**src/design/tecf_pkg.sv**
```systemverilog
// Shared constants and types of the track edge and center finder.
`timescale 1ns / 1ps
package tecf_pkg;

    // Parameter defaults
    localparam int DEF_ROW_PIXELS = 80;
    localparam int DEF_FRAME_ROWS = 60;
    localparam int DEF_GROUP_ROWS = 5;
    localparam int DEF_RUN_LENGTH = 8;

    // Fixed widths
    localparam int LANES    = 8;    // pixels per packed byte
    localparam int EDGE_W   = 8;
    localparam int RUN_W    = 4;    // holds a run length up to 15
    localparam int ROWNUM_W = 6;
    localparam int WIDTH_W  = 7;
    localparam int MEAN_W   = 12;
    localparam int AREA_W   = 13;
    localparam int TURN_W   = 6;

    localparam logic [EDGE_W-1:0] NO_EDGE    = 8'd255;
    localparam logic [MEAN_W-1:0] EMPTY_MEAN = 12'd4080;

    typedef struct packed {
        logic             hit;   // a full white run ends on this pixel
        logic [RUN_W-1:0] run;   // saturated run length ending on this pixel
    } lane_res_t;

    typedef struct packed {
        logic              first_found;
        logic [EDGE_W-1:0] first_left;
        logic [EDGE_W-1:0] last_right;
        logic [RUN_W-1:0]  white_run;
    } scan_t;

    localparam scan_t SCAN_CLEAR = '{
        first_found: 1'b0,
        first_left:  '0,
        last_right:  NO_EDGE,
        white_run:   '0
    };

endpackage

```
**src/design/tecf_lane.sv**
```systemverilog
// One pixel lane: run length and run-end detection for one bit of the byte.
`timescale 1ns / 1ps
module tecf_lane #(
    parameter int LANE       = 0,
    parameter int ROW_PIXELS = tecf_pkg::DEF_ROW_PIXELS,
    parameter int RUN_LENGTH = tecf_pkg::DEF_RUN_LENGTH,
    parameter int BP_W       = 4
) (
    input  logic [tecf_pkg::LANES-1:0] white,     // bit k: pixel k of the byte is white
    input  logic [BP_W-1:0]            byte_pos,
    input  logic [tecf_pkg::RUN_W-1:0] run_in,    // run carried in from earlier bytes
    output tecf_pkg::lane_res_t        res
);
    import tecf_pkg::*;

    logic [3:0]      cnt;
    logic            chain;
    logic [4:0]      total;
    logic [BP_W+2:0] col;
    logic            valid;

    always_comb begin
        cnt   = '0;
        chain = 1'b1;
        // count white pixels back from this lane toward the byte start
        for (int k = LANE; k >= 0; k--) begin
            if (chain && white[k]) begin
                cnt = cnt + 4'd1;
            end else begin
                chain = 1'b0;
            end
        end
        total = chain ? (5'(run_in) + 5'(cnt)) : 5'(cnt);
        col   = {byte_pos, 3'(LANE)};
        valid = (32'(col) < 32'(ROW_PIXELS));
        res.hit = valid && (total >= 5'(RUN_LENGTH));
        res.run = (total >= 5'(RUN_LENGTH)) ? RUN_W'(RUN_LENGTH) : RUN_W'(total);
    end

endmodule

```
**src/design/tecf_merge.sv**
```systemverilog
// Merge of the lane results into the row scan state.
`timescale 1ns / 1ps
module tecf_merge #(
    parameter int RUN_LENGTH = tecf_pkg::DEF_RUN_LENGTH,
    parameter int BP_W       = 4
) (
    input  tecf_pkg::lane_res_t lane_res [tecf_pkg::LANES],
    input  logic [BP_W-1:0]     byte_pos,
    input  tecf_pkg::scan_t     scan_in,
    output tecf_pkg::scan_t     scan_out
);
    import tecf_pkg::*;

    logic       any_hit;
    logic [2:0] first_idx;
    logic [2:0] last_idx;

    always_comb begin
        any_hit   = 1'b0;
        first_idx = '0;
        last_idx  = '0;
        for (int b = LANES - 1; b >= 0; b--) begin
            if (lane_res[b].hit) begin
                first_idx = 3'(b);
            end
        end
        for (int b = 0; b < LANES; b++) begin
            if (lane_res[b].hit) begin
                last_idx = 3'(b);
                any_hit  = 1'b1;
            end
        end

        scan_out           = scan_in;
        scan_out.white_run = lane_res[LANES-1].run;
        if (any_hit) begin
            scan_out.last_right = EDGE_W'({byte_pos, last_idx});
            if (!scan_in.first_found) begin
                scan_out.first_found = 1'b1;
                scan_out.first_left  = EDGE_W'({byte_pos, first_idx})
                                     - EDGE_W'(RUN_LENGTH - 1);
            end
        end
    end

endmodule

```
**src/design/tecf_div.sv**
```systemverilog
// Serial restoring divider, one quotient bit per cycle.
`timescale 1ns / 1ps
module tecf_div #(
    parameter int DW = 16,   // dividend and quotient width
    parameter int VW = 3     // divisor width
) (
    input  logic          aclk,
    input  logic          aresetn,
    input  logic          start,
    input  logic [DW-1:0] dividend,
    input  logic [VW-1:0] divisor,
    output logic          done,
    output logic [DW-1:0] quotient
);
    import tecf_pkg::*;

    localparam int CW = $clog2(DW + 1);

    logic [DW-1:0] quo_reg;
    logic [VW-1:0] rem_reg;
    logic [VW-1:0] div_reg;
    logic [CW-1:0] cnt_reg;
    logic          busy_reg;
    logic          done_reg;

    logic [VW:0]   trial;
    logic          ge;
    logic [VW-1:0] rem_next;

    always_comb begin
        trial    = {rem_reg, quo_reg[DW-1]};
        ge       = (trial >= {1'b0, div_reg});
        rem_next = ge ? VW'(trial - {1'b0, div_reg}) : VW'(trial);
    end

    always_ff @(posedge aclk) begin
        if (!aresetn) begin
            busy_reg <= 1'b0;
            done_reg <= 1'b0;
            cnt_reg  <= '0;
        end else begin
            done_reg <= 1'b0;
            if (start) begin
                busy_reg <= 1'b1;
                cnt_reg  <= CW'(DW);
            end else if (busy_reg) begin
                cnt_reg <= cnt_reg - CW'(1);
                if (cnt_reg == CW'(1)) begin
                    busy_reg <= 1'b0;
                    done_reg <= 1'b1;
                end
            end
        end
    end

    always_ff @(posedge aclk) begin
        if (start) begin
            quo_reg <= dividend;
            rem_reg <= '0;
            div_reg <= divisor;
        end else if (busy_reg) begin
            quo_reg <= {quo_reg[DW-2:0], ge};
            rem_reg <= rem_next;
        end
    end

    assign done     = done_reg;
    assign quotient = quo_reg;

endmodule

```
**src/design/track_edge_and_center_finder_top.sv**
```systemverilog
// Top level of the track edge and center finder.
`timescale 1ns / 1ps
//
//  channel   direction  handshake             payload
//  s_        in         s_tvalid / s_tready   s_tdata pixel byte, s_tuser frame start
//  m_        out        m_tvalid / m_tready   m_tdata row results, m_tuser group done,
//                                             m_tlast frame done
//  cfg_      in         cfg_valid / cfg_ready cfg_data white code
//
//  One pixel byte per cycle while s_tready is high. The byte that ends a row is taken only when the
//  output register is free or being emptied in that cycle. A row that closes a
//  group with valid rows holds the input while the serial divider (DW = group
//  sum width + 4) forms the group mean, one quotient bit per cycle.
//  Reset (aresetn low, synchronous) clears all scan state and the white code;
//  cfg_ready is always high. m_tready low stalls only row ends.
//
module track_edge_and_center_finder_top #(
    parameter int ROW_PIXELS = tecf_pkg::DEF_ROW_PIXELS,
    parameter int FRAME_ROWS = tecf_pkg::DEF_FRAME_ROWS,
    parameter int GROUP_ROWS = tecf_pkg::DEF_GROUP_ROWS,
    parameter int RUN_LENGTH = tecf_pkg::DEF_RUN_LENGTH
) (
    input  logic        aclk,
    input  logic        aresetn,
    // input pixel stream
    input  logic        s_tvalid,
    output logic        s_tready,
    input  logic [7:0]  s_tdata,   // [7:0] pixel_byte
    input  logic [0:0]  s_tuser,   // [0] frame_start
    // row result stream
    output logic        m_tvalid,
    input  logic        m_tready,
    output logic [71:0] m_tdata,   // [5:0] row_number, [13:6] left_edge, [21:14] right_edge,
                                   // [29:22] mid_column, [36:30] row_width,
                                   // [48:37] group_mean_x16, [61:49] track_area,
                                   // [67:62] turn_row, [71:68] zero
    output logic [0:0]  m_tuser,   // [0] group_done
    output logic        m_tlast,   // frame_done
    // configuration
    input  logic        cfg_valid,
    output logic        cfg_ready,
    input  logic [0:0]  cfg_data   // [0] white_code
);
    import tecf_pkg::*;

    localparam int BYTES_PER_ROW = (ROW_PIXELS + 7) / 8;
    localparam int BP_W  = $clog2(BYTES_PER_ROW);
    localparam int ROW_W = $clog2(FRAME_ROWS);
    localparam int GP_W  = $clog2(GROUP_ROWS + 1);
    localparam int CNT_W = $clog2(GROUP_ROWS + 1);
    localparam int GS_W  = $clog2(GROUP_ROWS * (ROW_PIXELS - 1) + 1);
    localparam int DW    = GS_W + 4;

    typedef enum logic [1:0] {
        S_IDLE = 2'b01,
        S_DIV  = 2'b10
    } state_t;

    // control and scan state
    state_t             state_reg;
    logic               white_code_reg;
    logic [BP_W-1:0]    bp_reg;
    scan_t              scan_reg;
    logic [ROW_W-1:0]   row_reg;
    logic [GP_W-1:0]    gpos_reg;
    logic [GS_W-1:0]    gsum_reg;
    logic [CNT_W-1:0]   gcnt_reg;
    logic [AREA_W-1:0]  area_reg;
    logic [TURN_W-1:0]  egr_reg;
    logic               m_valid_reg;
    logic               m_valid_next;

    // output payload
    logic [ROWNUM_W-1:0] rownum_reg;
    logic [EDGE_W-1:0]   left_reg;
    logic [EDGE_W-1:0]   right_reg;
    logic [EDGE_W-1:0]   mid_reg;
    logic [WIDTH_W-1:0]  width_reg;
    logic                gdone_reg;
    logic [MEAN_W-1:0]   gmean_reg;
    logic                fdone_reg;
    logic [AREA_W-1:0]   tarea_reg;
    logic [TURN_W-1:0]   turn_reg;

    // state as seen by this byte, after a frame start clears it
    logic               fs;
    logic [BP_W-1:0]    bp_eff;
    scan_t              scan_eff;
    logic [ROW_W-1:0]   row_eff;
    logic [GP_W-1:0]    gpos_eff;
    logic [GS_W-1:0]    gsum_eff;
    logic [CNT_W-1:0]   gcnt_eff;
    logic [AREA_W-1:0]  area_eff;
    logic [TURN_W-1:0]  egr_eff;

    logic [LANES-1:0]   white_vec;
    lane_res_t          lane_res [LANES];
    scan_t              scan_next;

    logic               s_fire;
    logic               row_end;
    logic [EDGE_W-1:0]  left_edge;
    logic [EDGE_W-1:0]  right_edge;
    logic [EDGE_W:0]    edge_sum;
    logic [EDGE_W-1:0]  mid_col;
    logic [EDGE_W-1:0]  row_w;
    logic               row_ok;
    logic [GS_W-1:0]    gsum_next;
    logic [CNT_W-1:0]   gcnt_next;
    logic [AREA_W-1:0]  area_next;
    logic [TURN_W-1:0]  egr_next;
    logic               gdone;
    logic               fdone;
    logic               need_div;

    logic               div_done;
    logic [DW-1:0]      div_quo;

    assign cfg_ready = 1'b1;

    // Hold the row-ending byte back until the output slot can take its result.
    assign s_tready = (state_reg == S_IDLE)
                   && ((bp_reg != BP_W'(BYTES_PER_ROW - 1)) || !m_valid_reg || m_tready);
    assign s_fire   = s_tvalid && s_tready;
    assign fs       = s_tuser[0];

    always_comb begin
        bp_eff   = fs ? '0 : bp_reg;
        scan_eff = fs ? SCAN_CLEAR : scan_reg;
        row_eff  = fs ? '0 : row_reg;
        gpos_eff = fs ? '0 : gpos_reg;
        gsum_eff = fs ? '0 : gsum_reg;
        gcnt_eff = fs ? '0 : gcnt_reg;
        area_eff = fs ? '0 : area_reg;
        egr_eff  = fs ? '0 : egr_reg;
    end

    // Lane b takes the pixel in column byte_pos*8 + b, which is bit 7-b.
    for (genvar b = 0; b < LANES; b++) begin : g_lane
        assign white_vec[b] = (s_tdata[LANES-1-b] == white_code_reg);
        tecf_lane #(
            .LANE       (b),
            .ROW_PIXELS (ROW_PIXELS),
            .RUN_LENGTH (RUN_LENGTH),
            .BP_W       (BP_W)
        ) u_lane (
            .white    (white_vec),
            .byte_pos (bp_eff),
            .run_in   (scan_eff.white_run),
            .res      (lane_res[b])
        );
    end

    tecf_merge #(
        .RUN_LENGTH (RUN_LENGTH),
        .BP_W       (BP_W)
    ) u_merge (
        .lane_res (lane_res),
        .byte_pos (bp_eff),
        .scan_in  (scan_eff),
        .scan_out (scan_next)
    );

    // Row, group and frame results for a row-ending byte.
    always_comb begin
        row_end    = (bp_eff == BP_W'(BYTES_PER_ROW - 1));
        left_edge  = scan_next.first_found ? scan_next.first_left : NO_EDGE;
        right_edge = scan_next.first_found ? scan_next.last_right : NO_EDGE;
        edge_sum   = {1'b0, left_edge} + {1'b0, right_edge};
        mid_col    = edge_sum[EDGE_W:1];
        row_w      = right_edge - left_edge;
        row_ok     = (row_w < EDGE_W'(ROW_PIXELS)) && (mid_col < EDGE_W'(ROW_PIXELS));

        gsum_next = row_ok ? (gsum_eff + GS_W'(mid_col)) : gsum_eff;
        gcnt_next = row_ok ? (gcnt_eff + CNT_W'(1)) : gcnt_eff;
        area_next = row_ok ? (area_eff + AREA_W'(row_w)) : area_eff;

        gdone    = (gpos_eff == GP_W'(GROUP_ROWS - 1));
        fdone    = (row_eff == ROW_W'(FRAME_ROWS - 1));
        need_div = gdone && (gcnt_next != '0);
        egr_next = (gdone && (gcnt_next == '0)) ? TURN_W'(row_eff) : egr_eff;
    end

    tecf_div #(
        .DW (DW),
        .VW (CNT_W)
    ) u_div (
        .aclk     (aclk),
        .aresetn  (aresetn),
        .start    (s_fire && row_end && need_div),
        .dividend ({gsum_next, 4'b0000}),
        .divisor  (gcnt_next),
        .done     (div_done),
        .quotient (div_quo)
    );

    // Raise valid when a row result is complete, drop it once the sink takes it.
    always_comb begin
        m_valid_next = m_valid_reg;
        if (m_valid_reg && m_tready) begin
            m_valid_next = 1'b0;
        end
        if ((s_fire && row_end && !need_div) || ((state_reg == S_DIV) && div_done)) begin
            m_valid_next = 1'b1;
        end
    end

    // control state
    always_ff @(posedge aclk) begin
        if (!aresetn) begin
            state_reg      <= S_IDLE;
            white_code_reg <= 1'b0;
            bp_reg         <= '0;
            scan_reg       <= SCAN_CLEAR;
            row_reg        <= '0;
            gpos_reg       <= '0;
            gsum_reg       <= '0;
            gcnt_reg       <= '0;
            area_reg       <= '0;
            egr_reg        <= '0;
            m_valid_reg    <= 1'b0;
        end else begin
            if (cfg_valid) begin
                white_code_reg <= cfg_data[0];
            end

            m_valid_reg <= m_valid_next;

            case (state_reg)
                S_IDLE: begin
                    if (s_fire) begin
                        if (!row_end) begin
                            // advance within the row
                            bp_reg   <= bp_eff + BP_W'(1);
                            scan_reg <= scan_next;
                            row_reg  <= row_eff;
                            gpos_reg <= gpos_eff;
                            gsum_reg <= gsum_eff;
                            gcnt_reg <= gcnt_eff;
                            area_reg <= area_eff;
                            egr_reg  <= egr_eff;
                        end else begin
                            bp_reg   <= '0;
                            scan_reg <= SCAN_CLEAR;
                            if (fdone) begin
                                row_reg  <= '0;
                                gpos_reg <= '0;
                                gsum_reg <= '0;
                                gcnt_reg <= '0;
                                area_reg <= '0;
                                egr_reg  <= '0;
                            end else begin
                                row_reg  <= row_eff + ROW_W'(1);
                                gpos_reg <= gdone ? '0 : (gpos_eff + GP_W'(1));
                                gsum_reg <= gdone ? '0 : gsum_next;
                                gcnt_reg <= gdone ? '0 : gcnt_next;
                                area_reg <= area_next;
                                egr_reg  <= egr_next;
                            end
                            if (need_div) begin
                                state_reg <= S_DIV;
                            end
                        end
                    end
                end
                S_DIV: begin
                    if (div_done) begin
                        state_reg <= S_IDLE;
                    end
                end
                default: begin
                    state_reg <= S_IDLE;
                end
            endcase
        end
    end

    // output payload; the slot is free whenever a row-ending byte is taken
    always_ff @(posedge aclk) begin
        if (s_fire && row_end) begin
            rownum_reg <= ROWNUM_W'(row_eff);
            left_reg   <= left_edge;
            right_reg  <= right_edge;
            mid_reg    <= mid_col;
            width_reg  <= WIDTH_W'(row_w);
            gdone_reg  <= gdone;
            gmean_reg  <= (gdone && !need_div) ? EMPTY_MEAN : '0;
            fdone_reg  <= fdone;
            tarea_reg  <= area_next;
            turn_reg   <= egr_next;
        end else if ((state_reg == S_DIV) && div_done) begin
            gmean_reg <= MEAN_W'(div_quo);
        end
    end

    assign m_tvalid = m_valid_reg;
    assign m_tdata  = {4'b0000, turn_reg, tarea_reg, gmean_reg, width_reg,
                       mid_reg, right_reg, left_reg, rownum_reg};
    assign m_tuser  = gdone_reg;
    assign m_tlast  = fdone_reg;

endmodule
```
**config.mk**
```make
export PLATFORM = sky130hd
export DESIGN_NAME = track_edge_and_center_finder_top
export DESIGN_NICKNAME = d
export VERILOG_FILES = /design/src/design/tecf_pkg.sv /design/src/design/tecf_lane.sv /design/src/design/tecf_merge.sv /design/src/design/tecf_div.sv /design/src/design/track_edge_and_center_finder_top.sv
export SDC_FILE = /design/constraint.sdc
export NUM_CORES = 1
export LEC_CHECK = 0
export BUFFER_PORTS_ARGS = -buffer_cell sky130_fd_sc_hd__buf_2
export CORE_MARGIN = 4
export CORE_UTILIZATION = 45
export DETAILED_ROUTE_END_ITERATION = 10
export GPL_TIMING_DRIVEN = 0
export HOLD_SLACK_MARGIN = 0.1
export PLACE_DENSITY = 0.64
export SLEW_MARGIN = 40
export SYNTH_ARGS = -nofsm -noshare
export SYNTH_HDL_FRONTEND = slang
export SYNTH_SLANG_ARGS = --single-unit
```
**constraint.sdc**
```tcl
create_clock -name aclk -period 12 [get_ports aclk]
set_input_delay 2.4 -clock aclk [delete_from_list [all_inputs] [get_ports aclk]]
set_output_delay 2.4 -clock aclk [all_outputs]
set_load 0.1 [all_outputs]
```
==> results of run 1 <==
per-layer routing:
metal  vias up  GRT usage, %  share of wire (%)
met5         -             0                  0
met1      4653          29.2                 45
met3        54          2.90                5.9
met4         0          6.70                2.5
li1       4778             -                  -
met2       335          35.5                 47
what timing repair did:
| item | 4_1_cts | 5_1_grt |
|---|---|---|
| gates resized for setup | 0 | 18 |
| setup endpoints to repair | 0 | 91 |
| buffers inserted | 0 | 5 |
final cells by class:
type                    count  share of cell area [%]
multi-input cells         972                    52.7
flip-flops and latches    164                    31.4
repair buffers             90                    3.66
clock buffers              19                    3.48
well taps                 330                    3.16
plain buffers              66                    2.39
inverters                  63                    1.83
clock inverters            13                    1.41
power by group:
| part | total, uW | internal (uW) | switching [uW] |
|---|---|---|---|
| Clock | 599 | 348 | 251 |
| Sequential | 589 | 588 | 1.65 |
| Combinational | 202 | 70.3 | 132 |
logic make-up after synthesis:
group | count (synthesis) | synth area share, %
multiplexers | 42 | 3.92
AO/OA/AOI/OAI | 303 | 19.3
adder cells (fa/ha/maj) | 93 | 11.0
AND/OR/NAND/NOR | 469 | 20.6
buffers and inverters | 130 | 4.79
other | 2 | 0.0656
flip-flops | 164 | 35.9
XOR/XNOR | 58 | 4.56
synth_stat cells (12+ instances only):
cell      count  share of area (%)
fa_1         12                2.1
edfxtp_1     82                 22
nand2_1     129                4.2
xor2_1       26                2.0
inv_1        61                2.0
ha_1         81                8.9
dfxtp_1      82                 14
mux2i_1      28                2.4
o211ai_1     14               0.92
o21a_1       15               0.98
xnor2_1      31                2.4
buf_2        12               0.52
and2_1       22                1.2
nor2_1      109                3.6
nor3_1       29                1.3
nand3_1      46                2.0
o21ai_0      44                1.9
nor2b_1      42                2.3
a31oi_1      13               0.71
a21oi_1      69                3.0
a21o_1       23                1.5
clkbuf_1     42                1.4
nand2b_1     16               0.87
mux2_2       13                1.3
critical path, delay by kind of cell:
kind | cells | cell delay [ns]
xor gates and xnor gates | 2 | 0.30
adders and majority gates | 7 | 1.97
muxes | 2 | 0.61
AOI/OAI and AO/OA | 11 | 2.36
and+or+nand+nor | 15 | 2.72
buffers and inverters | 8 | 1.13
per-stage QoR:
step	power (uW)	setup slack, ns
after floorplan	749	1.46
after global placement	796	-0.176
after detailed placement	799	-0.197
after CTS	1390	0.136
after global routing	1440	-0.0133
final	1390	0.633
how the worst max path moves through the flow:
stage	startpoint	to	depth (start not counted)
3_5_place_dp	s_tuser	u_div.quotient[7]	31
5_1_grt	s_tdata[3]	u_div.quotient[10]	45
6_report	s_tdata[3]	u_div.quotient[10]	45
3_3_place_gp	s_tuser	u_div.quotient[7]	28
2_1_floorplan	s_tdata[2]	u_div.quotient[11]	43
4_1_cts	s_tuser	u_div.quotient[7]	31
==> impl_results.md, run 1 <==
* Final setup fails at 0
* R2r setup slk at 1.67 ns
* H-tree depth at 4
* Main flop type after synthesis: edfxtp_1
* Commonest non-fill, non-tap cell in the layout: nand2_1
* CP max stage cell: or4_4
* FP Rows at 58
* Vias in the first global route at 9171
* Share of cells above drive strength 1 at 15.3%
* Hold Path Class: reg2reg
* R2R depth at 47
* WP data required at 12.17 ns
* First-pass GRT wire length at 48900 um
* Hold Path Depth at 2
* Seq cells post-synth at 164
* CTS Sinks at 164
* Final HPWL DP at 22600 um
* Fillers at 2341
* Starting Density at 45.6%
* Syn Area/Cell at 9.08 um^2
* Most frequent cells in the layout: nand2_1, nor2_1, buf_2, dfxtp_1, edfxtp_1
* Crit Path Class: in2reg
* Initial antenna violation count at 0
* Max Clock Freq at 88.0 MHz
* Fin. Hold Viols at 0
* Max Clock Skew at 0.0162 ns
* Routed WL per cell at 17.7 um
* Die width at 167 um
* Most used cell, CP: ha_1
* Reg clk slew, reported paths at 0.07 ns
* Vias/cell at 5.72
* Netlist Area Pre-Place at 11400 um^2
* Crit path largest cell delay at 0.60 ns
* Fin util at 52.0%
* Largest net degree at the start of global routing at 40
* # diodes at 0
* Antenna-violating nets left at 0
* Setup TNS at 0 ns
* Total track usage at 21.4%
* FF+latch area at 4100 um^2
* Worst-margin pin slew at 0.829 ns
* Core Box Area at 25100 um^2
* Hold Startpoint: scan_reg[0]
* Vias at 9820
* Fin. max-slew vios at 0
* Layout area overhead at 14.2%
* Max IR drop VDD at 0.101 mV
* # IOs at 92
* Post-place instance area at 12300 um^2
* Final period utilization at 94.7%
* Startpoint types: primary input
* Area of the multi-input gates at 6880 um^2
* Crit. End Element: flip-flop
* Ys async rst share at 0%
* DR pass1 iterations at 5
* Grt ovf at 0
* Layout Nets at 1482
* Dpl cells at 1681
* Data arrival time of the critical path at 11.53 ns
* Synth warnings at 0
* WHS at 0.449 ns
* Power Dens Cells at 106 nW/um^2
* Fin area at 13100 um^2
* Total routed wirelength at 30500 um
* CTS tree: yes
* Gpl congestion at 0.910
* P_leak at 0.00507 uW
* Num CTS Buffers at 17
* Die Y-Extent at 167 um
* Critical path peak fanout at 10
* Die area at 28100 um^2
* Final min period at 11.37 ns
* Worst reg2reg endpoint: u_div.quotient[10]
* Clock latency at the later pin of the worst-skew pair at 0.44 ns
* Run status: complete, no violations
* DRC at 0
* Max reg flops at 21
* Hold endpoint: scan_reg[0]
* PortBufs at 84
* Root Driver: clkbuf_16
* Yosys cell types at 103
* Clock Tree Buf Depth at 2
* Worst flop-to-flop path startpoint: white_code_reg
* Worst slew margin at 44.4%
* Synth Instances at 1261
* MaxCap Viol Count at 0
* Post-route insts no fill at 1717
* Post-CTS Hold Buffers at 0
* Number of flops mapped to enable cells by yosys at 82
* Post-synthesis sequential area ratio at 35.9%
* DRT iter0 DRCs at 805
Power figures use the tool's default switching activity.
==> run 2: changes to the inputs <==
--- a/config.mk
+++ b/config.mk
@@ -5,6 +5,7 @@
 export SDC_FILE = /design/constraint.sdc
 export NUM_CORES = 1
 export LEC_CHECK = 0
+export ABC_AREA = 1
 export BUFFER_PORTS_ARGS = -buffer_cell sky130_fd_sc_hd__buf_2
 export CORE_MARGIN = 4
 export CORE_UTILIZATION = 45
==> run 2 against run 1 <==
Core utilization up 0.31 points. Clock-buffer cell count down 2. Global-route usage down 1.3 points. Area after synthesis down 5.9%. Critical path type unchanged. Largest cell class unchanged.
==> impl_results.md, run 2 <==
* Run status: complete, no violations (unchanged)
* Yosys cell types at 59 (was 103)
* Gpl congestion at 0.867 (was 0.910)
* Area of the multi-input gates at 5660 um^2 (was 6880 um^2)
* Met1 Resource Use GR at 25.9% (was 29.2%)
* Synth area leader: edfxtp_1 (unchanged)
* Crit path largest cell delay at 0.41 ns (was 0.60 ns)
* Routing usage on met3 at 3.14% (was 2.90%)
* Routed WL per cell at 14.3 um (was 17.7 um)
* Largest net degree at the start of global routing at 23 (was 40)
* Final min period at 10.50 ns (was 11.37 ns)
* P_leak at 0.00563 uW (was 0.00507 uW)
* Vias in the first global route at 8674 (was 9171)
* Hold Path Class: reg2reg (unchanged)
* Root Driver: clkbuf_16 (unchanged)
* Crit path launch: s_tdata[2] (was s_tdata[3])
* Clock latency at the later pin of the worst-skew pair at 0.43 ns (was 0.44 ns)
* DRC at 0 (unchanged)
* Gates resized, CTS repair at 0 (unchanged)
* Die width at 163 um (was 167 um)
* Final period utilization at 87.5% (was 94.7%)
* FP Rows at 56 (was 58)
* Starting Density at 45.9% (was 45.6%)
* Most frequent cell after synthesis: nand2_1 (unchanged)
* Max Clock Skew at 0.00958 ns (was 0.0162 ns)
* Worst-margin pin slew at 0.820 ns (was 0.829 ns)
* Hold Startpoint: scan_reg[5] (was scan_reg[0])
* Die area at 26500 um^2 (was 28100 um^2)
* Total track usage at 20.1% (was 21.4%)
* Worst slew margin at 45.3% (was 44.4%)
* Grt ovf at 0 (unchanged)
* Initial antenna violation count at 0 (unchanged)
* Core Box Area at 23500 um^2 (was 25100 um^2)
* Fillers at 2303 (was 2341)
* Layout area overhead at 14.2% (about the same)
* Setup TNS at 0 ns (unchanged)
* Fin. max-slew vios at 0 (unchanged)
* First-pass GRT wire length at 43100 um (was 48900 um)
* Crit Path Class: in2reg (unchanged)
* Max IR drop VDD at 0.0901 mV (was 0.101 mV)
* PortBufs at 85 (was 84)
* Startpoint types: primary input (unchanged)
* Most frequent cells in the layout: nand2_1, inv_1, nor2_1, a21oi_1, buf_2 (was nand2_1, nor2_1, buf_2, dfxtp_1, edfxtp_1)
* Die Y-Extent at 163 um (was 167 um)
* FF+latch area at 4100 um^2 (unchanged)
* Final setup margin at 1.50 ns (was 0.633 ns)
* Layout Nets at 1623 (was 1482)
* Netlist Area Pre-Place at 10800 um^2 (was 11400 um^2)
* Post-CTS setup buffers at 0 (unchanged)
* Total routed wirelength at 26300 um (was 30500 um)
* Clock Tree Buf Depth at 2 (unchanged)
* DR pass1 iterations at 5 (unchanged)
* Max Clock Freq at 95.3 MHz (was 88.0 MHz)
* Main flop type after synthesis: edfxtp_1 (unchanged)
* Synth top cells by count: nand2_1, inv_1, nor2_1, a21oi_1 (was nand2_1, nor2_1, dfxtp_1, edfxtp_1, ha_1)
* Synth Instances at 1403 (was 1261)
* Synth area leaders: edfxtp_1, dfxtp_1, nand2_1 (was edfxtp_1, dfxtp_1, ha_1)
* Num CTS Buffers at 17 (unchanged)
* Critical path peak fanout at 10 (unchanged)
* # IOs at 92 (unchanged)
* Pre-CTS setup slack at 1.11 ns (was -0.197 ns)
* CP max stage cell: fa_1 (was or4_4)
* Post-CTS Hold Buffers at 0 (unchanged)
* Share of cells above drive strength 1 at 13.3% (was 15.3%)
* MaxCap Viol Count at 0 (unchanged)
* Worst flop-to-flop path startpoint: white_code_reg (unchanged)
* Ys async rst share at 0% (unchanged)
* Synth warnings at 0 (unchanged)
* CTS Sinks at 164 (unchanged)
* Grt met2 use at 35.1% (was 35.5%)
* Seq cells post-synth at 164 (unchanged)
* DRT iter0 DRCs at 481 (was 805)
* R2r setup slk at 3.10 ns (was 1.67 ns)
* Post-synthesis sequential area ratio at 38.1% (was 35.9%)
* Vias at 9188 (was 9820)
* Final HPWL DP at 20500 um (was 22600 um)
* Number of flops mapped to enable cells by yosys at 82 (unchanged)
* Antenna-violating nets left at 0 (unchanged)
* Reg clk slew, reported paths at 0.07 ns (about the same)
* Vias/cell at 4.97 (was 5.72)
* Power Dens Cells at 112 nW/um^2 (was 106 nW/um^2)
* Fin. Hold Viols at 0 (unchanged)
* H-tree depth at 4 (unchanged)
* Dpl cells at 1815 (was 1681)
* Max reg flops at 21 (unchanged)
* WP data required at 12.09 ns (was 12.17 ns)
* Final setup fails at 0 (unchanged)
* Syn Area/Cell at 7.67 um^2 (was 9.08 um^2)
* Commonest non-fill, non-tap cell in the layout: nand2_1 (unchanged)
* Data arrival time of the critical path at 10.59 ns (was 11.53 ns)
* RSZ-0062 raised after global routing: false
* CTS tree: yes (unchanged)
* Gr busiest metal: met2 (unchanged)
* Share of the synthesized area in the top cell type at 22.9% (was 21.5%)
* Most used cell, CP: nand2_1 (was ha_1)
* Post-route insts no fill at 1847 (was 1717)
* Crit. End Element: flip-flop (unchanged)
* # diodes at 0 (unchanged)
==> run 2: cell count changes after synthesis, moves of 18 or more <==
cell      change
nand2_1     +225
inv_1       +136
nor2b_1      -42
a21oi_1      +31
o21ai_0      +29
mux2i_1      -28
nand3_1      +26
nor3_1       -23
a21o_1       -21
xnor2_1      -21
clkbuf_1     -18
==> run 2: path summary, 6_finish.rpt <==
check,end,depth (start not counted)
setup / recovery,u_div.quotient[10],63
hold / removal,scan_reg[5],2
setup reg to reg,u_div.quotient[10],62
hold reg to reg,scan_reg[5],2
==> run 2: layout make-up <==
class / instances / area share (%)
Multi-Input combinational cell: 985 / 46.1
Buffer: 46 / 1.84
Clock buffer: 17 / 3.46
Inverter: 213 / 6.54
Timing Repair Buffer: 88 / 3.93
Sequential cell: 164 / 33.4
Tap cell: 319 / 3.25
Clock inverter: 15 / 1.53
==> run 2: per-layer routing <==
| layer | vias up | part of all wire (%) |
|---|---|---|
| li1 | 4762 | - |
| met1 | 4210 | 46 |
| met2 | 183 | 49 |
| met3 | 33 | 3.8 |
| met4 | 0 | 1.7 |
| met5 | - | 0 |
==> run 2: power by group <==
group / leakage [uW] / switching [uW] / internal (uW)
clock: 0.000298 / 243 / 333
combinational: 0.00389 / 136 / 60.9
sequential: 0.00144 / 6.97 / 598
total: 0.00563 / 386 / 991
==> run 2: per-stage QoR <==
stage               hold WS, ns  util (%)  area (um^2)  power (uW)
finish                    0.463      52.4        12300        1380
global route              0.483      52.4        12300        1440
CTS                       0.464      52.4        12300        1380
detailed placement        0.448      49.7        11700         813
global placement          0.444      49.5        11600         809
floorplan                 0.431         -        10800         765
==> run 2: worst max-delay path, delay by kind of cell <==
family	cells	cell delay, ns
adders and majority gates	7	2.00
and+or+nand+nor	33	3.22
AOI/OAI and AO/OA	11	1.70
xor gates and xnor gates	1	0.18
buffers and inverters	11	1.06
==> run 2: cells by family (layout without fill, tap and decap cells) <==
family	count (synthesis)	count (layout)	synth area share (%)
xor gates and xnor gates	40	40	3.50
AOI/OAI and AO/OA	247	247	13.2
DFF	164	164	38.1
buffers and inverters	259	379	9.56
other	2	7	0.0698
and+or+nand+nor	598	598	23.9
adders and majority gates	93	93	11.6
